===== config.mk =====
export PLATFORM = sky130hd
export DESIGN_NAME = csv_field_tokenizer_unit_flat
export DESIGN_NICKNAME = d
export VERILOG_FILES = /design/src/rtl/core/csvft_pkg.sv /design/src/rtl/core/csvft_in_if.sv /design/src/rtl/core/csvft_out_if.sv /design/src/rtl/core/csvft_cfg_if.sv /design/src/rtl/core/csvft_front.sv /design/src/rtl/core/csvft_queue.sv /design/src/rtl/core/csvft_back.sv /design/src/rtl/core/csv_field_tokenizer_unit.sv /design/src/flat_wrapper.sv
export SDC_FILE = /design/constraint.sdc
export NUM_CORES = 1
export LEC_CHECK = 0
export BUFFER_PORTS_ARGS = -buffer_cell sky130_fd_sc_hd__buf_4
export CORE_MARGIN = 3
export CORE_UTILIZATION = 30
export DETAILED_ROUTE_END_ITERATION = 6
export HOLD_SLACK_MARGIN = 0.05
export PLACE_DENSITY = 0.5
export SLEW_MARGIN = 40
export SYNTH_ARGS = -nofsm -noshare
export SYNTH_HDL_FRONTEND = slang
export SYNTH_SLANG_ARGS = --single-unit
export TNS_END_PERCENT = 30

===== constraint.sdc =====
create_clock -name clk -period 3 [get_ports clk]
set_input_delay 0.6 -clock clk [delete_from_list [all_inputs] [get_ports clk]]
set_output_delay 0.6 -clock clk [all_outputs]
set_load 0.05 [all_outputs]

===== src/rtl/core/csvft_pkg.sv =====
// csvft_pkg: shared types, constants and helpers of the csv field tokenizer
// no dependencies; used by the interfaces and every module of the block
`default_nettype none

package csvft_pkg;

    localparam int SPACE_HOLD_DEPTH = 16;
    localparam int HOLD_CNT_W = $clog2(SPACE_HOLD_DEPTH + 1);
    localparam int HOLD_IDX_W = (SPACE_HOLD_DEPTH > 1) ? $clog2(SPACE_HOLD_DEPTH) : 1;

    localparam int BYTE_W = 8;
    localparam int CFG_IDX_W = 8;

    localparam logic [BYTE_W-1:0] NEWLINE_CODE = 8'h0A;
    localparam logic [BYTE_W-1:0] DELIMITER_RESET = 8'h2C;
    localparam logic [BYTE_W-1:0] QUALIFIER_RESET = 8'h22;

    localparam logic [CFG_IDX_W-1:0] REG_DELIMITER = 8'd0;
    localparam logic [CFG_IDX_W-1:0] REG_QUALIFIER = 8'd1;

    localparam int QUEUE_DEPTH = 4;
    localparam int QUEUE_PTR_W = $clog2(QUEUE_DEPTH);
    localparam int QUEUE_CNT_W = $clog2(QUEUE_DEPTH + 1);

    typedef enum logic [1:0] {
        OP_HOLD       = 2'd0,
        OP_EMIT       = 2'd1,
        OP_END_FIELD  = 2'd2,
        OP_END_RECORD = 2'd3
    } op_t;

    typedef struct packed {
        op_t               op;
        logic [BYTE_W-1:0] data;
    } cmd_t;

    typedef enum logic [2:0] {
        QM_OUTSIDE = 3'b001,
        QM_INSIDE  = 3'b010,
        QM_PENDING = 3'b100
    } quote_mode_t;

    function automatic logic is_ws(input logic [BYTE_W-1:0] c);
        return (c == 8'h20) || ((c >= 8'h09) && (c <= 8'h0D));
    endfunction

endpackage

`default_nettype wire


===== src/rtl/core/csvft_in_if.sv =====
// csvft_in_if: input byte channel of the csv field tokenizer
// depends on csvft_pkg for the byte width
`default_nettype none

interface csvft_in_if;
    logic                          valid;
    logic                          ready;
    logic [csvft_pkg::BYTE_W-1:0]  in_byte;
    logic                          end_of_input;

    modport source (output valid, output in_byte, output end_of_input, input ready);
    modport sink (input valid, input in_byte, input end_of_input, output ready);
endinterface

`default_nettype wire


===== src/rtl/core/csvft_out_if.sv =====
// csvft_out_if: result channel of the csv field tokenizer
// depends on csvft_pkg for the byte width
`default_nettype none

interface csvft_out_if;
    logic                          valid;
    logic                          ready;
    logic [csvft_pkg::BYTE_W-1:0]  out_byte;
    logic                          byte_valid;
    logic                          field_end;
    logic                          record_end;
    logic                          space_dropped;
    logic                          last_of_run;

    modport source (
        output valid, output out_byte, output byte_valid, output field_end,
        output record_end, output space_dropped, output last_of_run, input ready
    );
    modport sink (
        input valid, input out_byte, input byte_valid, input field_end,
        input record_end, input space_dropped, input last_of_run, output ready
    );
endinterface

`default_nettype wire


===== src/rtl/core/csvft_cfg_if.sv =====
// csvft_cfg_if: register write channel of the csv field tokenizer
// depends on csvft_pkg for index and data widths
`default_nettype none

interface csvft_cfg_if;
    logic                            valid;
    logic                            ready;
    logic [csvft_pkg::CFG_IDX_W-1:0] index;
    logic [csvft_pkg::BYTE_W-1:0]    data;

    modport source (output valid, output index, output data, input ready);
    modport sink (input valid, input index, input data, output ready);
endinterface

`default_nettype wire


===== src/rtl/core/csvft_front.sv =====
// csvft_front: accepts text bytes, tracks quoting and field start, issues commands
// depends on csvft_pkg and the input and config interfaces
`default_nettype none

module csvft_front (
    input  wire logic           clk,
    input  wire logic           rst_n,
    csvft_in_if.sink            rx,
    csvft_cfg_if.sink           cfg,
    input  wire logic           q_full,
    output csvft_pkg::cmd_t     push_cmd,
    output logic                push
);

    logic [csvft_pkg::BYTE_W-1:0] delim_reg;
    logic [csvft_pkg::BYTE_W-1:0] qual_reg;
    csvft_pkg::quote_mode_t       mode_reg, mode_next;
    logic                         seen_reg, seen_next;
    csvft_pkg::quote_mode_t       mode_eff;
    logic                         accept;
    logic                         do_content;
    logic [csvft_pkg::BYTE_W-1:0] c;

    assign rx.ready  = !q_full;
    assign cfg.ready = 1'b1;
    assign accept    = rx.valid && rx.ready;
    assign c         = rx.in_byte;

    always_comb
    begin
        mode_next     = mode_reg;
        seen_next     = seen_reg;
        push          = 1'b0;
        push_cmd.op   = csvft_pkg::OP_EMIT;
        push_cmd.data = c;
        do_content    = 1'b0;
        // a pending qualifier leaves quotes unless it is doubled
        mode_eff      = (mode_reg == csvft_pkg::QM_PENDING) ? csvft_pkg::QM_OUTSIDE
                                                            : mode_reg;
        if (rx.end_of_input)
        begin
            push        = 1'b1;
            push_cmd.op = csvft_pkg::OP_END_RECORD;
            mode_next   = csvft_pkg::QM_OUTSIDE;
            seen_next   = 1'b0;
        end
        else if (mode_reg == csvft_pkg::QM_PENDING && c == qual_reg)
        begin
            mode_next  = csvft_pkg::QM_INSIDE;
            do_content = 1'b1;
        end
        else
        begin
            mode_next = mode_eff;
            if (c == qual_reg)
            begin
                mode_next = (mode_eff == csvft_pkg::QM_INSIDE) ? csvft_pkg::QM_PENDING
                                                               : csvft_pkg::QM_INSIDE;
            end
            else if (mode_eff != csvft_pkg::QM_INSIDE && c == csvft_pkg::NEWLINE_CODE)
            begin
                push        = 1'b1;
                push_cmd.op = csvft_pkg::OP_END_RECORD;
                seen_next   = 1'b0;
            end
            else if (mode_eff != csvft_pkg::QM_INSIDE && c == delim_reg)
            begin
                push        = 1'b1;
                push_cmd.op = csvft_pkg::OP_END_FIELD;
                seen_next   = 1'b0;
            end
            else
            begin
                do_content = 1'b1;
            end
        end

        if (do_content)
        begin
            if (csvft_pkg::is_ws(c))
            begin
                // leading whitespace of a field is dropped here
                push        = seen_reg;
                push_cmd.op = csvft_pkg::OP_HOLD;
            end
            else
            begin
                push        = 1'b1;
                push_cmd.op = csvft_pkg::OP_EMIT;
                seen_next   = 1'b1;
            end
        end

        if (!accept)
        begin
            push      = 1'b0;
            mode_next = mode_reg;
            seen_next = seen_reg;
        end
    end

    always_ff @(posedge clk or negedge rst_n)
    begin
        if (!rst_n)
        begin
            mode_reg  <= csvft_pkg::QM_OUTSIDE;
            seen_reg  <= 1'b0;
            delim_reg <= csvft_pkg::DELIMITER_RESET;
            qual_reg  <= csvft_pkg::QUALIFIER_RESET;
        end
        else
        begin
            mode_reg <= mode_next;
            seen_reg <= seen_next;
            if (cfg.valid && cfg.ready)
            begin
                case (cfg.index)
                    csvft_pkg::REG_DELIMITER: delim_reg <= cfg.data;
                    csvft_pkg::REG_QUALIFIER: qual_reg  <= cfg.data;
                    default: ;
                endcase
            end
        end
    end

endmodule

`default_nettype wire


===== src/rtl/core/csvft_queue.sv =====
// csvft_queue: short command fifo between the front and back parts
// depends on csvft_pkg for the command type and depth
`default_nettype none

module csvft_queue (
    input  wire logic             clk,
    input  wire logic             rst_n,
    input  wire logic             push,
    input  wire csvft_pkg::cmd_t  push_cmd,
    input  wire logic             pop,
    output csvft_pkg::cmd_t       head,
    output logic                  full,
    output logic                  empty
);

    csvft_pkg::cmd_t                  mem [csvft_pkg::QUEUE_DEPTH];
    logic [csvft_pkg::QUEUE_PTR_W-1:0] wr_ptr_reg;
    logic [csvft_pkg::QUEUE_PTR_W-1:0] rd_ptr_reg;
    logic [csvft_pkg::QUEUE_CNT_W-1:0] cnt_reg, cnt_next;
    logic                              do_push;
    logic                              do_pop;

    assign full    = (cnt_reg == csvft_pkg::QUEUE_CNT_W'(csvft_pkg::QUEUE_DEPTH));
    assign empty   = (cnt_reg == '0);
    assign do_push = push && !full;
    assign do_pop  = pop && !empty;
    assign head    = mem[rd_ptr_reg];

    always_comb
    begin
        cnt_next = cnt_reg;
        if (do_push && !do_pop)
            cnt_next = cnt_reg + 1'b1;
        else if (do_pop && !do_push)
            cnt_next = cnt_reg - 1'b1;
    end

    always_ff @(posedge clk)
    begin
        if (do_push)
            mem[wr_ptr_reg] <= push_cmd;
    end

    // pointers wrap naturally at a power-of-two depth
    always_ff @(posedge clk or negedge rst_n)
    begin
        if (!rst_n)
        begin
            wr_ptr_reg <= '0;
            rd_ptr_reg <= '0;
            cnt_reg    <= '0;
        end
        else
        begin
            cnt_reg <= cnt_next;
            if (do_push)
                wr_ptr_reg <= wr_ptr_reg + 1'b1;
            if (do_pop)
                rd_ptr_reg <= rd_ptr_reg + 1'b1;
        end
    end

endmodule

`default_nettype wire


===== src/rtl/core/csvft_back.sv =====
// csvft_back: holds inner whitespace and drives results into the output register
// depends on csvft_pkg and the output interface
`default_nettype none

module csvft_back (
    input  wire logic             clk,
    input  wire logic             rst_n,
    input  wire csvft_pkg::cmd_t  head,
    input  wire logic             empty,
    output logic                  pop,
    csvft_out_if.source           tx
);

    logic [csvft_pkg::BYTE_W-1:0]     held [csvft_pkg::SPACE_HOLD_DEPTH];
    logic [csvft_pkg::HOLD_CNT_W-1:0] cnt_reg, cnt_next;
    logic [csvft_pkg::HOLD_CNT_W-1:0] idx_reg, idx_next;
    logic                             ovf_reg, ovf_next;
    logic                             hold_we;

    logic                         valid_reg, valid_next;
    logic [csvft_pkg::BYTE_W-1:0] byte_reg, byte_next;
    logic                         bv_reg, bv_next;
    logic                         fe_reg, fe_next;
    logic                         re_reg, re_next;
    logic                         sd_reg, sd_next;
    logic                         last_reg, last_next;
    logic                         adv;
    logic                         load;

    assign adv = !valid_reg || tx.ready;

    always_comb
    begin
        pop        = 1'b0;
        hold_we    = 1'b0;
        load       = 1'b0;
        cnt_next   = cnt_reg;
        idx_next   = idx_reg;
        ovf_next   = ovf_reg;
        byte_next  = byte_reg;
        bv_next    = bv_reg;
        fe_next    = fe_reg;
        re_next    = re_reg;
        sd_next    = sd_reg;
        last_next  = last_reg;
        if (!empty)
        begin
            case (head.op)
                csvft_pkg::OP_HOLD:
                begin
                    pop = 1'b1;
                    if (cnt_reg < csvft_pkg::HOLD_CNT_W'(csvft_pkg::SPACE_HOLD_DEPTH))
                    begin
                        hold_we  = 1'b1;
                        cnt_next = cnt_reg + 1'b1;
                    end
                    else
                    begin
                        ovf_next = 1'b1;
                    end
                end
                csvft_pkg::OP_EMIT:
                begin
                    if (adv)
                    begin
                        load    = 1'b1;
                        bv_next = 1'b1;
                        fe_next = 1'b0;
                        re_next = 1'b0;
                        sd_next = ovf_reg;
                        // replay held run a byte per adv cycle, then content byte
                        if (idx_reg < cnt_reg)
                        begin
                            byte_next = held[idx_reg[csvft_pkg::HOLD_IDX_W-1:0]];
                            last_next = 1'b0;
                            idx_next  = idx_reg + 1'b1;
                        end
                        else
                        begin
                            byte_next = head.data;
                            last_next = 1'b1;
                            pop       = 1'b1;
                            cnt_next  = '0;
                            idx_next  = '0;
                            ovf_next  = 1'b0;
                        end
                    end
                end
                csvft_pkg::OP_END_FIELD, csvft_pkg::OP_END_RECORD:
                begin
                    if (adv)
                    begin
                        load      = 1'b1;
                        pop       = 1'b1;
                        byte_next = '0;
                        bv_next   = 1'b0;
                        fe_next   = 1'b1;
                        re_next   = (head.op == csvft_pkg::OP_END_RECORD);
                        sd_next   = 1'b0;
                        last_next = 1'b1;
                        // trailing whitespace is trimmed silently
                        cnt_next  = '0;
                        idx_next  = '0;
                        ovf_next  = 1'b0;
                    end
                end
                default: ;
            endcase
        end
        valid_next = load || (valid_reg && !tx.ready);
    end

    always_ff @(posedge clk)
    begin
        if (hold_we)
            held[cnt_reg[csvft_pkg::HOLD_IDX_W-1:0]] <= head.data;
        if (load)
        begin
            byte_reg <= byte_next;
            bv_reg   <= bv_next;
            fe_reg   <= fe_next;
            re_reg   <= re_next;
            sd_reg   <= sd_next;
            last_reg <= last_next;
        end
    end

    always_ff @(posedge clk or negedge rst_n)
    begin
        if (!rst_n)
        begin
            valid_reg <= 1'b0;
            cnt_reg   <= '0;
            idx_reg   <= '0;
            ovf_reg   <= 1'b0;
        end
        else
        begin
            valid_reg <= valid_next;
            cnt_reg   <= cnt_next;
            idx_reg   <= idx_next;
            ovf_reg   <= ovf_next;
        end
    end

    assign tx.valid         = valid_reg;
    assign tx.out_byte      = byte_reg;
    assign tx.byte_valid    = bv_reg;
    assign tx.field_end     = fe_reg;
    assign tx.record_end    = re_reg;
    assign tx.space_dropped = sd_reg;
    assign tx.last_of_run   = last_reg;

endmodule

`default_nettype wire


===== src/rtl/core/csv_field_tokenizer_unit.sv =====
// csv_field_tokenizer_unit: top level of the csv field tokenizer
// depends on csvft_pkg, the three channel interfaces, csvft_front, csvft_queue, csvft_back
//
// usage
//   rx carries one text byte (or an end_of_input mark) per transfer; tx carries one
//   result per transfer: a content byte, or a field end / record end mark.
//   cfg writes delimiter_char (index 0) and qualifier_char (index 1); cfg is always
//   ready and must only be written while the block is idle.
// timing
//   the front takes one byte per cycle while the 4-entry command queue has room.
//   quote bytes, other than a doubled qualifier, and leading whitespace produce no
//   result; inner whitespace is held in a 16-entry store.
//   a content byte releases the held whitespace run before it, one result per held
//   byte, and then itself; a field end gives one result.
//   a result passes through the command queue and the output register before tx.
// reset
//   rst_n clears quoting state, the queue, the hold count and the output valid flag;
//   delimiter and qualifier return to ',' and '"'.
// stalls
//   when tx is not ready the output register holds its result, the back part takes
//   only whitespace holds, the queue fills, and rx ready drops once the queue is full.
`default_nettype none

module csv_field_tokenizer_unit (
    input  wire logic    clk,
    input  wire logic    rst_n,
    csvft_in_if.sink     rx,
    csvft_out_if.source  tx,
    csvft_cfg_if.sink    cfg
);

    csvft_pkg::cmd_t push_cmd;
    csvft_pkg::cmd_t head;
    logic            push;
    logic            pop;
    logic            q_full;
    logic            q_empty;

    csvft_front u_front (
        .clk      (clk),
        .rst_n    (rst_n),
        .rx       (rx),
        .cfg      (cfg),
        .q_full   (q_full),
        .push_cmd (push_cmd),
        .push     (push)
    );

    csvft_queue u_queue (
        .clk      (clk),
        .rst_n    (rst_n),
        .push     (push),
        .push_cmd (push_cmd),
        .pop      (pop),
        .head     (head),
        .full     (q_full),
        .empty    (q_empty)
    );

    csvft_back u_back (
        .clk   (clk),
        .rst_n (rst_n),
        .head  (head),
        .empty (q_empty),
        .pop   (pop),
        .tx    (tx)
    );

endmodule

`default_nettype wire


===== src/flat_wrapper.sv =====
// flat-port wrapper written by rule: the top's interface ports become plain ports
module csv_field_tokenizer_unit_flat 
  (clk, rst_n, rx_valid, rx_in_byte, rx_end_of_input, rx_ready, tx_valid, tx_out_byte, tx_byte_valid, tx_field_end, tx_record_end, tx_space_dropped, tx_last_of_run, tx_ready, cfg_valid, cfg_index, cfg_data, cfg_ready);
  csvft_in_if rx_i ();
  csvft_out_if tx_i ();
  csvft_cfg_if cfg_i ();
  input  wire logic clk;
  input  wire logic rst_n;
  input wire logic [$bits(rx_i.valid)-1:0] rx_valid;
  input wire logic [$bits(rx_i.in_byte)-1:0] rx_in_byte;
  input wire logic [$bits(rx_i.end_of_input)-1:0] rx_end_of_input;
  output wire logic [$bits(rx_i.ready)-1:0] rx_ready;
  output wire logic [$bits(tx_i.valid)-1:0] tx_valid;
  output wire logic [$bits(tx_i.out_byte)-1:0] tx_out_byte;
  output wire logic [$bits(tx_i.byte_valid)-1:0] tx_byte_valid;
  output wire logic [$bits(tx_i.field_end)-1:0] tx_field_end;
  output wire logic [$bits(tx_i.record_end)-1:0] tx_record_end;
  output wire logic [$bits(tx_i.space_dropped)-1:0] tx_space_dropped;
  output wire logic [$bits(tx_i.last_of_run)-1:0] tx_last_of_run;
  input wire logic [$bits(tx_i.ready)-1:0] tx_ready;
  input wire logic [$bits(cfg_i.valid)-1:0] cfg_valid;
  input wire logic [$bits(cfg_i.index)-1:0] cfg_index;
  input wire logic [$bits(cfg_i.data)-1:0] cfg_data;
  output wire logic [$bits(cfg_i.ready)-1:0] cfg_ready;
  assign rx_i.valid = rx_valid;
  assign rx_i.in_byte = rx_in_byte;
  assign rx_i.end_of_input = rx_end_of_input;
  assign rx_ready = rx_i.ready;
  assign tx_valid = tx_i.valid;
  assign tx_out_byte = tx_i.out_byte;
  assign tx_byte_valid = tx_i.byte_valid;
  assign tx_field_end = tx_i.field_end;
  assign tx_record_end = tx_i.record_end;
  assign tx_space_dropped = tx_i.space_dropped;
  assign tx_last_of_run = tx_i.last_of_run;
  assign tx_i.ready = tx_ready;
  assign cfg_i.valid = cfg_valid;
  assign cfg_i.index = cfg_index;
  assign cfg_i.data = cfg_data;
  assign cfg_ready = cfg_i.ready;
  csv_field_tokenizer_unit u_core (.clk(clk), .rst_n(rst_n), .rx(rx_i), .tx(tx_i), .cfg(cfg_i));
endmodule

# Yosys cells after proc, flatten, opt, wreduce, memory -nomap -nowiden
# Memory sizes are Yosys's and may differ from the RTL's.
# Index checks and enable logic that the tools add are counted.
# word_totals
mem_count,2
wordCells,153
in_bits,30
register_bits,52
out_inout_bits,16
ram_bits,168
# mem_list
name,words,word_bits,rd,rd_ports_with_merged_regs,write_ports,line_no,text
u_core.u_back.held,16,8,1,0,1,csvft_back.sv:14,logic [csvft_pkg::BYTE_W-1:0] held [csvft_pkg::SPACE_HOLD_DEPTH];
u_core.u_queue.mem,4,10,1,0,1,csvft_queue.sv:16,csvft_pkg::cmd_t mem [csvft_pkg::QUEUE_DEPTH];
# classes
muxes,74
n_bitwise,1
magnitude_cmp,4
eq_ne,17
n_addsub,6
n_reduce_logical,32
# op_table
operator,count
two-way mux 1 bit,42
two-way mux 5 bit,6
two-way mux 8 bit,3
two-way mux 3 bit,7
equality test 8 bit,2
case mux 8 bit (2 select lines),1
case mux 5 bit (3 select lines),1
AND reduction 5 bit,3
two-way mux 2 bit,6
adder 5 x 1 -> 5 bit (second input constant),2
logical AND 1 bit,10
inequality test 2 bit (second input constant),5
case mux 1 bit (2 select lines),5
case mux 5 bit (2 select lines),1
equality test 8 x 1 -> 1 bit (second input constant),1
equality test 8 x 4 -> 1 bit (second input constant),1
equality test 8 x 6 -> 1 bit (second input constant),1
>= comparator 8 x 4 -> 1 bit (second input constant),1
<= comparator 8 x 4 -> 1 bit (second input constant),1
logical NOT 8 bit,1
equality test 3 bit (second input constant),2
logical NOT 1 bit,6
case mux 1 bit (3 select lines),2
less-than comparator 5 bit,1
17 further kinds,23

# Longest topological paths before layout
# Gate-level depths: netlist (run 1).
# depth
depth_word,16
mapped_depth,12
mapped_depth_nobuf,12

# By module
# Synthesis (run 1) repeated with hierarchy kept, for this count alone.
# hier_totals
cells_unflattened,542
hier_area_um2,9361.5
# by_module_without_submodules
mod,cells_each,area_per_inst_um2,instances,seq_area_each_um2
csvft_back,340,6256.0,1,4534.3
csvft_queue,87,1878.1,1,1376.3
csvft_front,115,1227.4,1,508.0

# Worst setup path before layout (run 1)
# OpenSTA, ideal clock, no wires.
# synth_timing
kind,input port to flip-flop
startpoint,input rx_in_byte[2]
endpoint,register u_core.u_queue.cnt_reg[1] (netlist bit)
t_arrival_ps,2860
n_path_buf,0
path_stages,10
path_slack_ps,16
required_ps,2875
setup_ps,125
path_cell_list,or4b_1 a21oi_2 o21ai_2 a2bb2oi_2 o31ai_4 inv_1 ha_1 inv_1 fa_1 mux2_2
# synth_between
word_cells_on_any_way,30
classes_between,order compare: 2; eq/ne: 4; mux: 14; reduce/logical: 10
# synth_lines
item,line_no,text
start: declaration,flat_wrapper.sv:10,input wire logic [$bits(rx_i.in_byte)-1:0] rx_in_byte;
equality test 8 bit,csvft_front.sv:66,else if (mode_eff != csvft_pkg::QM_INSIDE && c == delim_reg)
logical AND 1 bit,csvft_front.sv:66,
two-way mux 1 bit,csvft_front.sv:66,
two-way mux 1 bit,csvft_front.sv:60,else if (mode_eff != csvft_pkg::QM_INSIDE && c == csvft_pkg::NEWLINE_CODE)
two-way mux 1 bit,csvft_front.sv:55,if (c == qual_reg)
two-way mux 1 bit,csvft_front.sv:47,else if (mode_reg == csvft_pkg::QM_PENDING && c == qual_reg)
two-way mux 1 bit,csvft_front.sv:40,if (rx.end_of_input)
two-way mux 1 bit (*),csvft_front.sv:78,if (do_content)
two-way mux 1 bit (*),csvft_front.sv:94,if (!accept)
logical AND 1 bit (*),csvft_queue.sv:25,assign do_push = push && !full;
named net u_core.u_queue.do_push,csvft_queue.sv:20,logic do_push;
logical AND 1 bit (*),csvft_queue.sv:32,if (do_push && !do_pop)
two-way mux 3 bit (*),csvft_queue.sv:32,
"named net u_core.u_queue.cnt_next, one bit",csvft_queue.sv:19,"logic [csvft_pkg::QUEUE_CNT_W-1:0] cnt_reg, cnt_next;"
end signal: assignment,csvft_queue.sv:55,cnt_reg <= cnt_next;
end: declaration,csvft_queue.sv:19,
# Mark *: on every way through the listed nets, which the timed path passes. The rest lies on a longest branch.
# A chain may end at the register's enable or synchronous reset.

# Worst setup path after layout (run 1)
# layout_timing
startpoint,register u_core.u_front.qual_reg[5] (netlist bit)
endpoint,register u_core.u_queue.cnt_reg[1] (netlist bit)
# layout_between
word_cells_on_any_way,16
classes_between,eq/ne: 1; mux: 9; reduce/logical: 6
# layout_lines
item,line_no,text
start: declaration,csvft_front.sv:16,logic [csvft_pkg::BYTE_W-1:0] qual_reg;
start signal: assignment,csvft_front.sv:109,qual_reg <= csvft_pkg::QUALIFIER_RESET;
start signal: assignment,csvft_front.sv:119,csvft_pkg::REG_QUALIFIER: qual_reg <= cfg.data;
equality test 8 bit (*),"csvft_front.sv:47, csvft_front.sv:55",
two-way mux 1 bit / logical AND 1 bit (equally long branches),"csvft_front.sv:55, csvft_front.sv:47",
two-way mux 1 bit,csvft_front.sv:47,
two-way mux 1 bit,csvft_front.sv:40,
two-way mux 1 bit (*),csvft_front.sv:78,
two-way mux 1 bit (*),csvft_front.sv:94,
logical AND 1 bit (*),csvft_queue.sv:25,
named net u_core.u_queue.do_push,csvft_queue.sv:20,
logical AND 1 bit (*),csvft_queue.sv:32,
two-way mux 3 bit (*),csvft_queue.sv:32,
"named net u_core.u_queue.cnt_next, one bit",csvft_queue.sv:19,
# Marks and branches as above.

==> results of run 1 <==
[repair_timing]
| action | CTS | global route |
|---|---|---|
| gates resized for setup | 0 | 2 |
| endpoints found under the hold margin | 0 | 0 |
| endpoints found under the setup margin | 0 | 2 |
[synthesized netlist by cell type, types with 6 or more instances]
library cell and n:
mux2_2 18, ha_1 14, mux4_2 50, nor3_1 12
xor2_1 8, edfxtp_1 181, dfstp_2 6, o21ai_0 11
inv_1 21, xnor2_1 14, buf_2 8, nand2_1 15
clkbuf_1 7, and2_1 9, dfrtp_1 33, mux2i_1 8
nor2_1 29, a21oi_1 10
[worst paths after layout]
| check | slack [ns] | cells past startpoint | endpoint |
|---|---|---|---|
| setup / recovery | 0.26 | 10 | u_core.u_queue.cnt_reg[1] |
| hold / removal | 0.06 | 1 | u_core.u_front.qual_reg[7] |
| setup reg to reg | 0.26 | 10 | u_core.u_queue.cnt_reg[1] |
| hold reg to reg | 0.51 | 1 | u_core.u_queue.cnt_reg[2] |
| max in group asynchronous | 2.54 | 1 | u_core.u_back.idx_reg[0] |
| min in group clk | 0.32 | 2 | u_core.u_front.delim_reg[6] |
[power groups by stage]
stage	logic, mW	clock network (mW)	registers, mW
detailed placement	3.28	0	4.37
CTS	3.29	2.94	4.31
global route	3.55	3.07	4.35
finish	3.23	2.83	4.30
floorplan	1.92	0	4.64
global placement	3.18	0	4.35
[metal layers]
layer | global-route usage (%) | vias to the layer above | wire (um)
met5 | 0 | - | 0
met4 | 2.96 | 0 | 384
met3 | 1.89 | 24 | 633
met2 | 20.2 | 87 | 9460
met1 | 14.3 | 2406 | 7890
li1 | - | 2177 | -
[per-stage QoR]
step                      utilization [%]  area, sq um  total power [mW]  instances  hold WS (ns)
after floorplan                         -         9190              6.56        513         0.304
final                                36.6        11000              10.4       1004        0.0617
after CTS                            36.6        11000              10.5       1004        0.0532
after global routing                 36.6        11000              11.0       1004        0.0832
after detailed placement             34.0        10200              7.66        960         0.502
after global placement               34.0        10200              7.52        960         0.480
[cell usage in the layout (no fill, tap or decap), types with 3 or more instances in the layout]
master,Yosys,routed
mux2_2,18,18
nand2b_1,5,5
nor4_1,3,3
and2_1,9,9
xor2_1,8,8
edfxtp_1,181,181
nor2_1,29,25
nor2_2,0,4
inv_1,21,21
dfrtp_1,33,32
clkbuf_16,0,24
nor2b_1,4,4
clkinv_1,0,5
buf_4,1,73
o21ai_0,11,11
and3_1,3,3
clkinv_2,0,6
nand3_1,5,5
dfstp_2,6,6
a21oi_1,10,10
xnor2_1,14,14
nor3_1,12,12
nand2_1,15,15
mux4_2,50,50
nand4_1,4,4
ha_1,14,14
mux2i_1,8,8
[worst register-to-register path: stages, from the launching register on]
cell and delay, ns:
dfstp_2 0.54, xnor2_1 0.11, nand4_1 0.14, nor2_1 0.27, a2bb2oi_2 0.11, o31ai_4 0.40, inv_1 0.09, ha_1 0.22
inv_1 0.07, fa_1 0.41, mux2_2 0.26
[kinds of logic (layout without fill, tap and decap cells)]
group                      count (synthesis)  count (layout)  share of synthesized area [%]
adders and majority gates                 15              15                           2.12
other                                      1               1                         0.0408
xor gates and xnor gates                  22              22                           2.10
muxes                                     77              77                           15.5
AOI/OAI and AO/OA                         42              42                           3.29
and+or+nand+nor                           98              98                           5.41
buffers and inverters                     38             139                           1.70
DFF                                      220             220                           69.8
[area by class of cell]
class                           count  area, sq um
Inverter                           21         78.8
Fill cell                        2812        19000
Multi-Input combinational cell    255         2640
Clock inverter                     18          159
Timing Repair Buffer               74          568
Sequential cell                   220         6420
Tap cell                          390          488
Clock buffer                       26          608
==> impl_results.md, run 1 <==
- Setup crit start kind: flop
- Syn Area/Cell: 17.9 sq um
- Worst setup path start: u_core.u_front.qual_reg[5]
- Max Root-Sink Buffers: 3
- Via count: 4,694
- Yosys top cell area share: 59.1%
- Crit-path slowest cell: dfstp_2
- Clk_skew: 0.0187 ns
- Share of layout cells above drive strength 1: 33.1%
- Yosys reg bits: 220
- Root buf cell: clkbuf_16
- Slew Limit Headroom: 53.2%
- RSZ-0062 raised after global routing: false
- Dpl ws: -0.271 ns
- Area growth syn-to-layout: 19.3%
- Max incr delay on CP: 0.54 ns
- Gr ovfl total: 0
- Tot GR Track Use: 11.3%
- WL final: 18,400 um
- Fin crit period: 2.74 ns
- Most frequent CP cell: inv_1
- Drt pass-1 iters: 4
- DIE WIDTH: 181 um
- Fin. Hold Viols: 0
- Vias in the first global route: 5,182
- Async S/R FF share, synth: 17.7%
- Post-Syn Instances: 513
- Achievable frequency: 0.364 GHz
- P_int: 7.02 mW
- Syn Std Cell Area: 9190 sq um
- Area leader, netlist: edfxtp_1
- Number of clock sinks: 220
- Run status: completed
- LEAKAGE: 3.84 nW
- First-pass GRT wire length: 29,300 um
- Post-CTS setup buffer count: 0
- Initial antenna violation count: 0
- Final Max Tran Viols: 0
- Post-synthesis net count: 558
- TritonCTS Buffers: 24
- CP Class: flop to flop
- DRC violations left: 0
- CP top delay family: adder cells
- CTS H-tree depth: 1
- Largest net degree at the start of global routing: 40
- Final GP Congestion: 0.740
- CTS tree: done
- DP HPWL: 12,800 um
- Crit-path cells: xnor2_1 -> nand4_1 -> nor2_1 -> a2bb2oi_2 -> o31ai_4 -> inv_1 -> ha_1 -> inv_1 -> fa_1 -> mux2_2
- Crit path arrival time: 3.15 ns
- Synth Warn #: 0
- Setup violations, final: 0
- Min-Delay Path Class: input port to asynchronous set/reset pin
- Worst skew pair latency: 0.52 ns
- Ys flop type: edfxtp_1
- Cts hold-fix bufs: 0
- Area contributors post-synth: edfxtp_1, mux4_2, dfrtp_1
- Core area: 30,000 sq um
- Worst r2r src: u_core.u_front.qual_reg[5]
- Net Sw Frac: 32.2%
- IO Pins: 46
- Pwr dens: 945 nW/um^2
- Req. time, crit path: 3.40 ns
- Max FFs per register: 128
- Rows: 63
- Post-synth EDFFs: 181
- Drt initial violations: 328
- Seq/Total Area, Yosys: 69.8%
- Crit share post-route: 91.5%
- Slew of the pin with the lowest slew margin: 0.703 ns
- Die Span Y: 181 um
- Setup WS post-layout: 0.256 ns
- WL/cell: 18.3 um
- Port Buf Inserts: 44
- Fin nets: 641
- Max_cap viols: 0
- Fin Setup TNS: 0 ns
- Vias per Instance: 4.68
- Starting Density: 30.7%
- Crit path capture type: flop
- Ant diodes: 0
- Post-route ant nets: 0
- Critical path buffers and inverters: 2
- Clock network power share: 27.3%
- Worst-path maximum fanout: 6
- Sequential fraction of design power: 41.5%
- Netlist cell types: 57
- Combinational share of power: 31.1%
- Die footprint: 32,800 sq um
- P_sw: 3.34 mW
- Clk pin slew, worst setup/hold paths: 0.06 ns
- Worst VDD drop: 470 uV
Note: power is estimated with default switching activity, not from simulation.
==> run 2, diff against run 1 <==
CTS_BUF_LIST = sky130_fd_sc_hd__clkbuf_2   (was default)
==> run 2 against run 1 <==
Net effect:
- flip-flop and latch count is the same
- final cell count grew 7.4%
- largest power group unchanged
- critical path type is now input port to flop
- wire length grew 2.0%
- critical endpoint unchanged
- final area shrank 0.70%
- die area is the same
==> impl_results.md, run 2 (synthesized netlist as in run 1, its figures left out) <==
- Pwr dens: 874 nW/um^2
- Slew Limit Headroom: 52.3%
- Count of non-filler cells in the finished layout: 1,078
- Tot GR Track Use: 11.6%
- Worst skew pair latency: 0.83 ns
- Root buf cell: clkbuf_2
- Via count: 5,018
- Crit path arrival time: 3.64 ns
- CTS H-tree depth: 2
- Max_cap viols: 0
- Min-Delay Path Class: input port to flop
- RSZ-0062 raised after global routing: false
- IO Pins: 46
- Multi-input logic area: 2630 sq um
- Starting Density: 30.7%
- WL/cell: 17.4 um
- Port Buf Inserts: 44
- LEAKAGE: 3.94 nW
- DRC violations left: 0
- Run status: completed
- TritonCTS Buffers: 56
- Core area: 30,000 sq um
- Storage cell area: 6420 sq um
- Fin Setup TNS: 0 ns
- Crit share post-route: 97.9%
- DIE WIDTH: 181 um
- WL final: 18,700 um
- Gr ovfl total: 0
- Vias in the first global route: 5,567
- Max FFs per register: 128
- Placed cell areas: 10,200 sq um
- Drt initial violations: 388
- Most frequent cells in the layout: edfxtp_1, clkbuf_2, buf_4, mux4_2, dfrtp_1
- Die Span Y: 181 um
- Largest net degree at the start of global routing: 40
- First-pass GRT wire length: 29,900 um
- Share of layout cells above drive strength 1: 37.9%
- Fin nets: 694
- Setup crit start kind: input port
- Vias per Instance: 4.65
- Crit path capture type: flop
- Post-route ant nets: 0
- Ant diodes: 0
- Initial antenna violation count: 0
- Req. time, crit path: 3.71 ns
- Fin crit period: 2.94 ns
- Clk_skew: 0.103 ns
- Placed Instances: 960
- Hold slack: 0.163 ns
- Area growth syn-to-layout: 18.4%
- Fin. Hold Viols: 0
- Worst-path maximum fanout: 5
- Clk pin slew, worst setup/hold paths: 0.10 ns
- Number of clock sinks: 220
- Rows: 63
- Final GP Congestion: 0.740
- DP HPWL: 12,800 um
- Final instance area: 10,900 sq um
- CTS tree: done
- Setup violations, final: 0
- Achievable frequency: 0.340 GHz
- Die footprint: 32,800 sq um
- Drt pass-1 iters: 4
- CP Class: input port to flop
- Slew of the pin with the lowest slew margin: 0.715 ns
- Max Root-Sink Buffers: 3
- Commonest non-fill, non-tap cell in the layout: edfxtp_1
- Fill count: 2,858
- Worst VDD drop: 391 uV
- Final Max Tran Viols: 0
==> run 2: cell type report <==
type                    count  share of cell area [%]
flip-flops and latches    220                    59.0
multi-input cells         255                    24.2
repair buffers             95                    7.08
well taps                 390                    4.48
clock buffers              90                    4.14
inverters                  21                   0.724
clock inverters             7                   0.391
==> run 2: repair_timing <==
action                     4_1_cts  5_1_grt
setup endpoints to repair        0        2
resized for setup                0        1
hold endpoints to repair        80        0
setup buffers                    0        3
hold buffers                    18        0
==> run 2: worst paths after layout <==
kind / start / to / slack [ns] / cells past startpoint
worst min register to register: u_core.u_queue.cnt_reg[2] / u_core.u_queue.cnt_reg[2] / 0.51 / 1
worst min-delay path: rx_valid / u_core.u_front.mode_reg[2] / 0.16 / 3
min in group asynchronous: rst_n / u_core.u_front.qual_reg[0] / 0.28 / 2
worst max register to register: u_core.u_queue.rd_ptr_reg[0] / u_core.u_back.held[3][6] / 0.23 / 5
worst max-delay path: rx_in_byte[0] / u_core.u_queue.cnt_reg[1] / 0.06 / 12
max in group asynchronous: rst_n / u_core.u_front.delim_reg[3] / 2.27 / 2
==> run 2: power breakdown <==
part / leakage [nW] / switching (mW) / total [mW] / internal, mW
Sequential: 2.14 / 0.172 / 4.30 / 4.12
Combinational: 1.41 / 1.99 / 3.26 / 1.27
Clock: 0.390 / 1.17 / 1.96 / 0.791
Total: 3.94 / 3.33 / 9.52 / 6.18
==> run 2: metrics by stage <==
step                      worst slack, ns  util [%]  power (mW)
after floorplan                    0.0156         -        6.56
after global placement             -0.147      34.0        7.52
after detailed placement           -0.271      34.0        7.66
after CTS                           0.119      36.2        9.68
after global routing               0.0202      36.3        10.1
final                              0.0616      36.3        9.52
==> run 2: worst max-delay path: stages <==
cell           delay (ns)
dlygate4sd3_1        0.55
buf_4                0.14
or4b_1               0.54
a21oi_2              0.16
o21ai_2              0.10
a2bb2oi_2            0.16
o31ai_4              0.34
inv_1                0.08
ha_1                 0.21
inv_1                0.07
fa_1                 0.41
mux2_2               0.27
==> run 2: per-layer routing <==
layer	share of wire (%)	wire (um)	track usage, %	vias up
li1	-	-	-	2313
met1	42	7950	13.8	2545
met2	52	9680	20.6	124
met3	3.9	738	2.64	36
met4	1.9	363	3.96	0
met5	0	0	0	-
==> run 3, diff against run 2 <==
PLACE_DENSITY = 0.52   (was 0.5)
SKIP_LAST_GASP = 1   (was default)
==> run 3 against run 2 <==
Net effect:
- flip-flop and latch count is the same
- die area stayed put
- sequential share of layout area grew 0.44 points
- clock-buffer cell count shrank 5
- via count fell by 1.4%
- clock skew shrank 0.033 ns
- sequential power is essentially flat
- critical path depth increased by 2
- setup slack gained 0.14 ns
- highest routed layer unchanged
==> impl_results.md, run 3 (synthesized netlist as in run 1, its figures left out) <==
- Run status: completed
- Fill count: 2,897
- First-pass GRT wire length: 29,300 um
- Total power draw: 9.43 mW
- Hold slack: 0.162 ns
- Setup crit start kind: input port
- Fin crit period: 2.80 ns
- Vias per Instance: 4.62
- Crit path capture type: flop
- Min-Delay Path Class: input port to flop
- Tot GR Track Use: 11.2%
- Core area: 30,000 sq um
- Post-route ant nets: 0
- CTS H-tree depth: 2
- Clk pin slew, worst setup/hold paths: 0.10 ns
- Crit path arrival time: 3.50 ns
- Max_cap viols: 0
- Final GP Congestion: 0.760
- Final Max Tran Viols: 0
- Most frequent cells in the layout: edfxtp_1, clkbuf_2, buf_4, mux4_2, dfrtp_1
- Req. time, crit path: 3.71 ns
- Slew Limit Headroom: 50.9%
- Placed Instances: 960
- Achievable frequency: 0.358 GHz
- CP Class: input port to flop
- Worst VDD drop: 312 uV
- Final instance area: 10,800 sq um
- Crit share post-route: 93.2%
- Share of layout cells above drive strength 1: 37.4%
- Critical path buffers and inverters: 4
- Slew of the pin with the lowest slew margin: 0.734 ns
- Setup violations, final: 0
- WL/cell: 16.7 um
- LEAKAGE: 3.89 nW
- DP HPWL: 12,200 um
- RSZ-0062 raised after global routing: false
- Ant diodes: 0
- Drt initial violations: 285
- CTS tree: done
- Gr ovfl total: 0
- Worst-path maximum fanout: 7
- Crit-path slowest cell: dlygate4sd3_1
- Worst skew pair latency: 0.83 ns
- Starting Density: 30.7%
- Clk_skew: 0.0702 ns
- Count of non-filler cells in the finished layout: 1,071
- Fin. Hold Viols: 0
- Initial antenna violation count: 0
- Die footprint: 32,800 sq um
- Fin Setup TNS: 0 ns
- Vias in the first global route: 5,490
- Area growth syn-to-layout: 17.6%
- Max Root-Sink Buffers: 3
- DRC violations left: 0
- CP top delay family: buffers and inverters
- Max incr delay on CP: 0.54 ns
- Rows: 63
- Via count: 4,948
- Die Span Y: 181 um
- Number of clock sinks: 220
- Port Buf Inserts: 44
- Fin nets: 686
- Drt pass-1 iters: 4
- Root buf cell: clkbuf_2
- Most frequent CP cell: xor2_1
- Pwr dens: 872 nW/um^2
- WL final: 17,900 um
- IO Pins: 46
- Placed cell areas: 10,200 sq um
- Max FFs per register: 128
- Crit-path cells: dlygate4sd3_1 -> buf_4 -> xor2_1 -> nor4_1 -> nand4_1 -> a21oi_1 -> o31ai_4 -> inv_1 -> ha_1 -> inv_1 -> fa_1 -> xor2_1 -> nor2_1 -> xor2_1
- TritonCTS Buffers: 55
- Commonest non-fill, non-tap cell in the layout: edfxtp_1
- DIE WIDTH: 181 um
- Largest net degree at the start of global routing: 40
-- run 3: stage by stage --
step	setup WS, ns	utilization (%)
after floorplan	0.0156	-
after global placement	-0.145	33.9
after detailed placement	-0.223	34.0
after CTS	0.0610	36.0
after global routing	0.0399	36.1
final	0.203	36.1
-- run 3: per-layer routing --
metal	GRT usage (%)	vias up	wire (um)
li1	-	2303	-
met1	14.1	2491	7720
met2	19.1	115	8980
met3	2.72	39	840
met4	3.60	0	347
met5	0	-	0
-- run 3: report_power, final --
group          total, mW  internal [mW]  switching (mW)
Combinational       3.22           1.25            1.97
Sequential          4.28           4.12           0.160
Clock               1.93          0.757            1.17
Total               9.43           6.13            3.30
-- run 3: area by class of cell --
class	instances	area (sq um)	area share, %
multi-input combinational	255	2640	24.4
inverter	21	78.8	0.730
timing repair buffer	88	696	6.44
sequential	220	6420	59.4
tap	390	488	4.52
clock inverter	12	58.8	0.544
clock buffer	85	425	3.94
-- run 3: worst paths after layout --
check                                       startpoint  cells after the start                      endpoint  slack (ns)
max in group asynchronous                        rst_n                      2      u_core.u_back.idx_reg[0]        2.27
max reg2reg                u_core.u_front.delim_reg[5]                     12     u_core.u_queue.cnt_reg[2]        0.27
min                                      rx_in_byte[0]                      2      u_core.u_queue.mem[2][0]        0.16
min reg2reg                      u_core.u_back.ovf_reg                      2         u_core.u_back.ovf_reg        0.52
min in group asynchronous                        rst_n                      2  u_core.u_queue.rd_ptr_reg[1]        0.33
max                                      rx_in_byte[7]                     14     u_core.u_queue.cnt_reg[2]        0.20
-- run 3: what timing repair did --
action	CTS	global route
hold endpoints to repair	64	0
setup buffers	0	0
endpoints found under the setup margin	0	2
gates resized for setup	0	3
hold buffers	14	0
